==> config.mk <==
export PLATFORM = sky130hd
export DESIGN_NAME = xor_structured_matrix_multiply_top
export DESIGN_NICKNAME = d
export VERILOG_FILES = /design/src/rtl/xsmm_pkg.sv /design/src/rtl/xsmm_ram.sv /design/src/rtl/xor_structured_matrix_multiply_top.sv
export SDC_FILE = /design/constraint.sdc
export NUM_CORES = 2
export LEC_CHECK = 0
export BUFFER_PORTS_ARGS = -buffer_cell sky130_fd_sc_hd__buf_2
export CORE_MARGIN = 4
export CORE_UTILIZATION = 50
export DETAILED_ROUTE_END_ITERATION = 16
export GPL_TIMING_DRIVEN = 1
export PLACE_DENSITY = 0.62
export SLEW_MARGIN = 0
export SYNTH_ARGS = -nofsm -noshare
export SYNTH_HDL_FRONTEND = slang
export SYNTH_SLANG_ARGS = --single-unit
==> constraint.sdc <==
create_clock -name clk -period 6.4 [get_ports clk]
set_input_delay 0.64 -clock clk [delete_from_list [all_inputs] [get_ports clk]]
set_output_delay 0.64 -clock clk [all_outputs]
set_load 0.03 [all_outputs]
==> src/rtl/xsmm_pkg.sv <==
// Package with the shared constants of the xor-structured matrix multiply block.
package xsmm_pkg;

	localparam int MAX_SIZE_DEF   = 64;
	localparam int VALUE_BITS_DEF = 16;

	localparam int SIZE_BITS    = 3;
	localparam int PRODUCT_BITS = 41;
	localparam int POS_BITS     = 6;
	localparam int OUT_BITS     = ((PRODUCT_BITS + POS_BITS + 7) / 8) * 8;

	localparam logic [SIZE_BITS-1:0] SIZE_RESET = 3'd6;

endpackage

==> src/rtl/xsmm_ram.sv <==
// Generic single-write, single-read RAM with a registered read port.
module xsmm_ram #(
	parameter int WIDTH = 16,
	parameter int DEPTH = 64
) (
	input  logic                     clk,
	input  logic                     wr_en,
	input  logic [$clog2(DEPTH)-1:0] wr_addr,
	input  logic [WIDTH-1:0]         wr_data,
	input  logic                     rd_en,
	input  logic [$clog2(DEPTH)-1:0] rd_addr,
	output logic [WIDTH-1:0]         rd_data
);

	logic [WIDTH-1:0] mem_q [DEPTH];

	always_ff @(posedge clk) begin
		if (wr_en) begin
			mem_q[wr_addr] <= wr_data;
		end
		if (rd_en) begin
			rd_data <= mem_q[rd_addr];
		end
	end

endmodule

==> src/rtl/xor_structured_matrix_multiply_top.sv <==
// Top level of the xor-structured matrix multiply block (xor convolution of first rows).
//
//   channel   direction  beat content
//   s_axis    in         one pair of first-row values a, b
//   m_axis    out        one element of the product's first row, tlast on the final one
//   cfg       in         size_log2 of the matrix in use
//
// Loading takes one beat per cycle. After the N-th beat one shared multiplier and
// accumulator work through c[k] = sum a[i]*b[i^k] one element at a time: N reads of
// the two stores pass the read and product registers into the accumulator, and the
// sum is registered for the output handshake. Reset clears the control state, the
// accumulator and the output registers, not the stores or the product register. The
// block takes no beat while computing; a stalled output holds it.
module xor_structured_matrix_multiply_top
	import xsmm_pkg::*;
#(
	parameter int MAX_SIZE   = MAX_SIZE_DEF,
	parameter int VALUE_BITS = VALUE_BITS_DEF
) (
	input  logic                                    clk,
	input  logic                                    arst_n,
	input  logic                                    s_axis_tvalid,
	output logic                                    s_axis_tready,
	// a_value, b_value from the lowest bit up, zero filled to whole bytes
	input  logic [((2*VALUE_BITS+7)/8)*8-1:0]       s_axis_tdata,
	output logic                                    m_axis_tvalid,
	input  logic                                    m_axis_tready,
	// product_value, position from the lowest bit up, zero filled to whole bytes
	output logic [OUT_BITS-1:0]                     m_axis_tdata,
	output logic                                    m_axis_tlast,
	input  logic                                    cfg_valid,
	output logic                                    cfg_ready,
	input  logic [SIZE_BITS-1:0]                    cfg_data
);

	localparam int LOG_MAX = $clog2(MAX_SIZE + 1) - 1;
	localparam int ADDR_W  = (LOG_MAX < 1) ? 1 : LOG_MAX;
	localparam int CNT_W   = ADDR_W + 1;
	localparam int PROD_W  = 2 * VALUE_BITS;

	localparam logic [1:0] ST_LOAD  = 2'd0;
	localparam logic [1:0] ST_ISSUE = 2'd1;
	localparam logic [1:0] ST_DRAIN = 2'd2;
	localparam logic [1:0] ST_OUT   = 2'd3;

	logic [1:0]                    state_q;
	logic [SIZE_BITS-1:0]          size_q;
	logic [CNT_W-1:0]              load_cnt_q;
	logic [CNT_W-1:0]              n_q;
	logic [ADDR_W-1:0]             k_q;
	logic [ADDR_W-1:0]             i_q;
	logic signed [PRODUCT_BITS-1:0] acc_q;
	logic [PRODUCT_BITS-1:0]       out_value_q;
	logic [ADDR_W-1:0]             out_pos_q;
	logic                          out_last_q;
	logic                          out_valid_q;

	logic                          v_s1;
	logic                          last_s1;
	logic                          v_s2;
	logic                          last_s2;
	logic signed [PROD_W-1:0]      prod_s2;

	logic [SIZE_BITS-1:0]          eff_lg;
	logic [CNT_W-1:0]              n_eff;
	logic [CNT_W-1:0]              cnt_next;
	logic                          in_beat;
	logic                          issue;
	logic                          issue_last;
	logic [VALUE_BITS-1:0]         a_rd;
	logic [VALUE_BITS-1:0]         b_rd;
	logic signed [PRODUCT_BITS-1:0] prod_ext;
	logic signed [PRODUCT_BITS-1:0] acc_sum;
	logic                          k_last;

	assign eff_lg     = (size_q > SIZE_BITS'(LOG_MAX)) ? SIZE_BITS'(LOG_MAX) : size_q;
	assign n_eff      = CNT_W'(1) << eff_lg;
	assign cnt_next   = load_cnt_q + CNT_W'(1);
	assign in_beat    = s_axis_tvalid && s_axis_tready;
	assign issue      = (state_q == ST_ISSUE);
	assign issue_last = ({1'b0, i_q} == CNT_W'(n_q - CNT_W'(1)));
	assign k_last     = ({1'b0, k_q} == CNT_W'(n_q - CNT_W'(1)));
	assign prod_ext   = PRODUCT_BITS'(prod_s2);
	assign acc_sum    = acc_q + prod_ext;

	assign s_axis_tready = (state_q == ST_LOAD);
	assign cfg_ready     = 1'b1;
	assign m_axis_tvalid = out_valid_q;
	assign m_axis_tlast  = out_last_q;
	assign m_axis_tdata  = OUT_BITS'({POS_BITS'(out_pos_q), out_value_q});

	xsmm_ram #(
		.WIDTH(VALUE_BITS),
		.DEPTH(1 << ADDR_W)
	) u_a_ram (
		.clk    (clk),
		.wr_en  (in_beat),
		.wr_addr(load_cnt_q[ADDR_W-1:0]),
		.wr_data(s_axis_tdata[VALUE_BITS-1:0]),
		.rd_en  (issue),
		.rd_addr(i_q),
		.rd_data(a_rd)
	);

	xsmm_ram #(
		.WIDTH(VALUE_BITS),
		.DEPTH(1 << ADDR_W)
	) u_b_ram (
		.clk    (clk),
		.wr_en  (in_beat),
		.wr_addr(load_cnt_q[ADDR_W-1:0]),
		.wr_data(s_axis_tdata[2*VALUE_BITS-1:VALUE_BITS]),
		.rd_en  (issue),
		.rd_addr(i_q ^ k_q),
		.rd_data(b_rd)
	);

	always_ff @(posedge clk) begin
		prod_s2 <= $signed(a_rd) * $signed(b_rd);
	end

	always_ff @(posedge clk or negedge arst_n) begin
		if (!arst_n) begin
			state_q     <= ST_LOAD;
			size_q      <= SIZE_RESET;
			load_cnt_q  <= '0;
			n_q         <= '0;
			k_q         <= '0;
			i_q         <= '0;
			acc_q       <= '0;
			out_value_q <= '0;
			out_pos_q   <= '0;
			out_last_q  <= 1'b0;
			out_valid_q <= 1'b0;
			v_s1        <= 1'b0;
			last_s1     <= 1'b0;
			v_s2        <= 1'b0;
			last_s2     <= 1'b0;
		end else begin
			if (cfg_valid && cfg_ready) begin
				size_q <= cfg_data;
			end

			v_s1    <= issue;
			last_s1 <= issue && issue_last;
			v_s2    <= v_s1;
			last_s2 <= last_s1;
			if (v_s2) begin
				acc_q <= acc_sum;
			end

			unique case (state_q)
				ST_LOAD: begin
					if (in_beat) begin
						if (cnt_next >= n_eff) begin
							load_cnt_q <= '0;
							n_q        <= n_eff;
							k_q        <= '0;
							i_q        <= '0;
							acc_q      <= '0;
							state_q    <= ST_ISSUE;
						end else begin
							load_cnt_q <= cnt_next;
						end
					end
				end
				ST_ISSUE: begin
					i_q <= i_q + ADDR_W'(1);
					if (issue_last) begin
						state_q <= ST_DRAIN;
					end
				end
				ST_DRAIN: begin
					if (v_s2 && last_s2) begin
						out_value_q <= acc_sum;
						out_pos_q   <= k_q;
						out_last_q  <= k_last;
						out_valid_q <= 1'b1;
						state_q     <= ST_OUT;
					end
				end
				ST_OUT: begin
					if (m_axis_tready) begin
						out_valid_q <= 1'b0;
						if (out_last_q) begin
							state_q <= ST_LOAD;
						end else begin
							k_q     <= k_q + ADDR_W'(1);
							i_q     <= '0;
							acc_q   <= '0;
							state_q <= ST_ISSUE;
						end
					end
				end
				default: begin
					state_q <= ST_LOAD;
				end
			endcase
		end
	end

endmodule

---- After elaboration in Yosys (flattened, before gate mapping) ----
Memory sizes are Yosys's and may differ from the RTL's. A register that Yosys moved wholly into a read port is not among the register bits.
Index checks and enable logic that the tools add are counted.
cells by class
  bitwise gates (word level) .............. 1
  reductions and logical operators ........ 14
  muxes and demuxes ....................... 28
  magnitude comparators ................... 2
  eq/ne operators ......................... 11
  divide/modulo/power cells ............... 0
  shifts and indexed selects .............. 1
  add/subtract/negate cells ............... 5
  multiply operators ...................... 1
operators with widths
  kind                                                    number
  two-way mux 41 bit                                      5
  case mux 41 bit (2 select lines)                        1
  adder 41 x 32 -> 41 bit                                 1
  two-way mux 6 bit                                       6
  multiplier 16 x 16 -> 32 bit                            1
  case mux 6 bit (3 select lines)                         1
  AND reduction 5 bit                                     3
  == test 6 x 7 -> 1 bit                                  2
  adder 6 x 1 -> 6 bit (second input constant)            2
  case mux 6 bit (2 select lines)                         1
  two-way mux 2 bit                                       5
  case mux 2 bit (4 select lines)                         1
  adder 7 x 1 -> 7 bit (second input constant)            1
  >= comparator 7 bit                                     1
  two-way mux 7 bit                                       1
  << shifter 1 x 3 -> 7 bit (first input constant)        1
  subtractor 7 x 1 -> 7 bit (second input constant)       1
  inequality test 2 x 1 -> 1 bit (second input constant)  3
  inequality test 2 bit (second input constant)           3
  AND reduction 3 bit                                     2
  bitwise XOR 6 bit                                       1
  two-way mux 1 bit                                       5
  == test 2 bit (second input constant)                   2
  AND reduction 2 bit                                     2
  other kinds (8)                                         11
storage, ports and cells
  RAM bits ................................ 2048
  output and inout bits ................... 52
  input bits .............................. 40
  latch bits .............................. 0
  register bits ........................... 157
  word-level logic and storage cells ...... 81
  memories kept ........................... 2
  bits in read-only memories .............. 0
memories
  name           depth  bits a word  rd ports  clocked after Yosys merged registers in  wr ports  RTL line        source
  u_a_ram.mem_q  64     16           1         1                                        1         xsmm_ram.sv:15  logic [WIDTH-1:0] mem_q [DEPTH];
  u_b_ram.mem_q  64     16           1         1                                        1         xsmm_ram.sv:15

---- Depth between registers and ports, before layout ----
  depth after elaboration ................. 7
  gate-level depth with buffers ........... 22
  gate-level depth less buffers ........... 21

---- Cells and area by module ----
Synthesis repeated with hierarchy kept, for this count alone.
second synthesis, totals
  cells, all modules ...................... 5683
  area total of the unflattened synthesis .. 98887.3 µm²
modules (own cells, without submodules)
  module                              cells an instance  area each (µm²)  times used  sequential area each (µm²)
  xsmm_ram                            1829               40202.3          2           31230.0
  xor_structured_matrix_multiply_top  2025               18482.7          1           3771.1

---- Worst setup path before layout ----
No wires, ideal clock.
  path type ............................... flip-flop to flip-flop
  start ................................... register u_b_ram.rd_data[7] (read register of u_b_ram.mem_q)
  end ..................................... register prod_s2[22]
  buffers on the path ..................... 1
  period minus slack after synthesis ...... 5.900 ns
  data arrival time ....................... 5.773 ns
  setup slack ............................. 0.500 ns
  required time ........................... 6.273 ns
  cell stages (with the launch flop) ...... 22
  library setup time ...................... 0.127 ns
  cells stage by stage .................... edfxtp_1 > clkbuf_1 > nand2_1 > fa_1 > inv_1 > fa_1 > inv_1 > fa_1 > inv_1 > fa_1 > fa_1 > inv_1 > fa_1 > inv_1 > ha_1 > and4_1 > and3_1 > a311o_1 > and2_1 > a211oi_1 > o21ai_0 > xor2_1
between the ends
  word-level cells in the longest chain between the ends .. 1
RTL lines
  what                          RTL line                                   source
  start: declaration            xsmm_ram.sv:12                             output logic [WIDTH-1:0] rd_data
  multiplier 16 x 16 -> 32 bit  xor_structured_matrix_multiply_top.sv:119  prod_s2 <= $signed(a_rd) * $signed(b_rd);
  end signal: assignment        xor_structured_matrix_multiply_top.sv:119
  end: declaration              xor_structured_matrix_multiply_top.sv:62   logic signed [PROD_W-1:0] prod_s2;
No other way between the ends.
A chain may end at the register's enable or synchronous reset.

---- Worst setup path after layout ----
  start ................................... register u_b_ram.rd_data[5] (read register of u_b_ram.mem_q)
  end ..................................... register prod_s2[31]
The elaborated chain is that of the path after synthesis.

==> impl_metrics.py <==
metrics = {
    "run_status": {
        "status": "complete, no violations",
    },
    "clock_network": {
        "clkTransAtPathRegs_ns": 0.06,
        "cts_buffers": 216,
        "insertion_delay_ns": 0.86,
        "cts_tree": "built",
        "clk_path_buf_depth": 3,
        "clock-sinks": 2237,
        "cts_root_buf": "clkbuf_16",
        "htreeDepth": 4,
    },
    "cells_and_area": {
        "stdcell_area_sq_mm": 0.109,
        "final_common_cell": "edfxtp_1",
        "drive_gt1_share_pct": 22.7,
        "num-nets-final": 5920,
        "final-instance-count-excl-fill": 8186,
        "final_cell_mix": "edfxtp_1, mux4_2, nand2_1",
        "syn_to_final_growth_pct": 11.8,
    },
    "timing": {
        "setup_tns_ns": 0,
        "finalSetupViolations": 0,
        "slew_violations": 0,
        "relSlewSlack_pct": 15.0,
        "rsz0062_at_grt": "true",
        "worst_slack_ns": 0.206,
        "post-route-min-period_ns": 6.19,
        "tightest_slew_ns": 1.27,
        "fin_skew_ns": 0.0449,
        "final_hold_viol_count": 0,
        "fmax_mhz": 161,
        "fin_crit_sh_pct": 96.8,
    },
    "worst_hold_path": {
        "hold_depth": 2,
        "hp-class": "in -> reg",
        "min_to": "size_q[0]$_DFFE_PN0P_",
        "min_from": "cfg_data[0]",
    },
    "route": {
        "dr.pass1.iters": 5,
        "drc_errors": 0,
        "wl_per_cell_um": 29.2,
        "drtIter0Drc": 4998,
        "drt-total-wl_um": 239000,
        "viasPerCell": 6.02,
        "postRouteAntennaNets": 0,
        "vias": 49255,
    },
    "floorplan": {
        "start_util_pct": 50.5,
        "rows": 161,
        "io_pins": 92,
        "die_h_um": 450,
        "core_sq_mm": 0.193,
        "die-area_sq_mm": 0.202,
        "die_w_um": 450,
    },
    "power_and_ir_drop": {
        "intPower_w": 0.0229,
        "clkPwrFrac_pct": 43.2,
        "p_comb_share_pct": 0.9,
        "swShare_pct": 19.8,
        "leakagePower_nw": 36.7,
        "vdd_ir_drop_max_mv": 0.228,
        "p_switching_w": 0.00566,
        "powerDensity_mw_per_mm2": 262,
        "pwr-share-seq_pct": 55.9,
    },
    "setup_path": {
        "cp.required_ns": 7.09,
        "worstSetupEndpointType": "register",
        "rrSetupSlack_ns": 0.21,
        "rr_worst_depth": 22,
        "cp-start-kind": "register",
        "cp_top_family": "adder cells",
        "r2r_start": "u_b_ram.rd_data[5]$_DFFE_PP_",
        "cp_common_cell": "fa_1",
        "cp_cell_sequence": "buf_4 > buf_4 > and2_1 > fa_1 > inv_1 > fa_1 > fa_1 > inv_1 > fa_1 > fa_1 > inv_1 > fa_1 > inv_1 > ha_2 > and4_1 > nand3_1 > a211o_1 > a211oi_2 > nor4_2 > o311ai_0 > a21oi_1 > xnor2_1",
        "critical_path_class": "reg -> reg",
        "reg2reg_to": "prod_s2[31]$_DFF_P_",
        "worstPathMaxFanout": 10,
        "slowest_stage": "fa_1",
        "max_stage_delay_ns": 0.54,
        "path_buf_inv": 6,
        "arrival_ns": 6.89,
    },
    "global_route": {
        "grt_start_max_net_pins": 152,
        "grt-ovfl-total": 0,
        "antenna_found_initial": 17,
        "grt_pass1_vias": 50368,
        "grt_usage_pct": 23.7,
        "grt_pass1_wl_um": 352000,
    },
    "synthesis": {
        "yosys_warnings": 0,
        "synth_edf_count": 2080,
        "yosys.cell_types.count": 89,
        "synth_cells": 5253,
        "synth-seq-area-share_pct": 67.8,
        "syn_nets": 5693,
        "avgSynthCellArea_sq_um": 18.6,
        "netlist_area_sq_mm": 0.0977,
        "ys_ff_latch": 2237,
        "synth_ff_type": "edfxtp_1",
        "async_reset_ff_share_pct": 5.59,
    },
    "placed_design": {
        "dpl_worst_slack_ns": 0.109,
        "gp_congestion": 0.902,
        "dp_hpwl_um": 146000,
        "io_buffers": 89,
        "dp_cells": 7773,
        "placed_cell_area_sq_mm": 0.102,
    },
    "run": {
        "maxCapViolCount": 0,
    },
}
==> layer usage <==
layer,share of wire (%),global-route usage [%],routed length (um)
met1,42,33.8,100000
met2,49,38.4,117000
met3,6.6,4.53,15800
met4,2.5,5.83,5860
met5,0.0096,0,23
==> what timing repair did <==
| item | CTS | global route |
|---|---|---|
| hold buffers | 1 | 0 |
| setup endpoints to repair | 0 | 6 |
| gates resized for setup | 0 | 5 |
| setup buffers | 0 | 14 |
| hold endpoints to repair | 51 | 0 |
==> flip-flops by register name (all words and copies together), names as in the netlist, 2 cells and up <==
name / count
out_pos_q: 6
acc_q: 41
i_q: 6
prod_s2: 32
u_a_ram.rd_data: 16
load_cnt_q: 7
u_b_ram.mem_q: 1024
state_q: 2
out_value_q: 41
u_b_ram.rd_data: 16
k_q: 6
n_q: 7
size_q: 3
u_a_ram.mem_q: 1024
==> synth_stat cells, drive strengths merged, types with 11 or more instances <==
| cell | number | area (sq um) |
|---|---|---|
| dfxtp | 32 | 641 |
| inv | 327 | 1230 |
| a211oi | 63 | 483 |
| nor3 | 18 | 90.1 |
| and3 | 13 | 81.3 |
| nor2 | 152 | 571 |
| dfrtp | 123 | 3080 |
| mux2i | 84 | 841 |
| nand4 | 11 | 68.8 |
| a21o | 38 | 287 |
| ha | 137 | 1710 |
| a311oi | 17 | 155 |
| nand2 | 358 | 1340 |
| o21ai | 73 | 365 |
| mux4 | 611 | 13800 |
| nand3 | 39 | 195 |
| xor2 | 37 | 324 |
| nand2b | 15 | 93.8 |
| a21oi | 79 | 395 |
| fa | 263 | 5270 |
| clkbuf | 176 | 662 |
| a31oi | 24 | 156 |
| and2 | 169 | 1060 |
| buf | 84 | 384 |
| edfxtp | 2080 | 62500 |
| o31ai | 14 | 110 |
| o211ai | 11 | 87.6 |
| xnor2 | 52 | 455 |
==> how the worst max path moves through the flow <==
stage                                      start                  end  slack (ns)  cells past startpoint
floorplan           u_b_ram.rd_data[7]$_DFFE_PP_  prod_s2[22]$_DFF_P_        0.50                     21
global placement    u_b_ram.rd_data[5]$_DFFE_PP_  prod_s2[29]$_DFF_P_        0.17                     22
detailed placement  u_b_ram.rd_data[5]$_DFFE_PP_  prod_s2[31]$_DFF_P_        0.11                     21
CTS                 u_b_ram.rd_data[5]$_DFFE_PP_  prod_s2[31]$_DFF_P_        0.07                     21
global route        u_b_ram.rd_data[5]$_DFFE_PP_  prod_s2[29]$_DFF_P_       -0.07                     23
finish              u_b_ram.rd_data[5]$_DFFE_PP_  prod_s2[31]$_DFF_P_        0.21                     22
==> through the flow <==
step / total power, W / utilization, % / hold WS (ns)
floorplan: 0.0163 / - / 0.331
CTS: 0.0288 / 56.4 / 0.0496
global placement: 0.0165 / 52.9 / 0.331
detailed placement: 0.0165 / 52.9 / 0.336
finish: 0.0286 / 56.5 / 0.0878
global route: 0.0295 / 56.5 / 0.0716
==> power groups by stage <==
stage	Sequential (W)	Combinational (W)	Clock, W
floorplan	0.0163	0.0000201	0
global placement	0.0163	0.000243	0
detailed placement	0.0163	0.000259	0
CTS	0.0160	0.000258	0.0126
global route	0.0160	0.000283	0.0132
finish	0.0160	0.000252	0.0123
==> kinds of logic (layout without fill, tap and decap cells) <==
family	count (synthesis)	in the layout	synth area share, %
multiplexers	702	702	15.0
AO/OA/AOI/OAI	402	402	2.85
XOR/XNOR	90	90	0.821
other	2	4	0.00769
adder cells (fa/ha/maj)	400	400	7.15
flip-flops	2237	2237	67.8
buffers and inverters	588	993	2.33
AND/OR/NAND/NOR	832	832	3.99
==> cell type report <==
cell class,instances,area [sq um]
Antenna cell,2,5.00
Clock buffer,279,5720
Clock inverter,117,1140
Fill cell,14730,84200
Inverter,328,1230
Multi-Input combinational cell,2428,29700
Sequential cell,2237,66200
Tap cell,2526,3160
Timing Repair Buffer,269,1980
No activity file was read; power rests on OpenSTA's default activity.
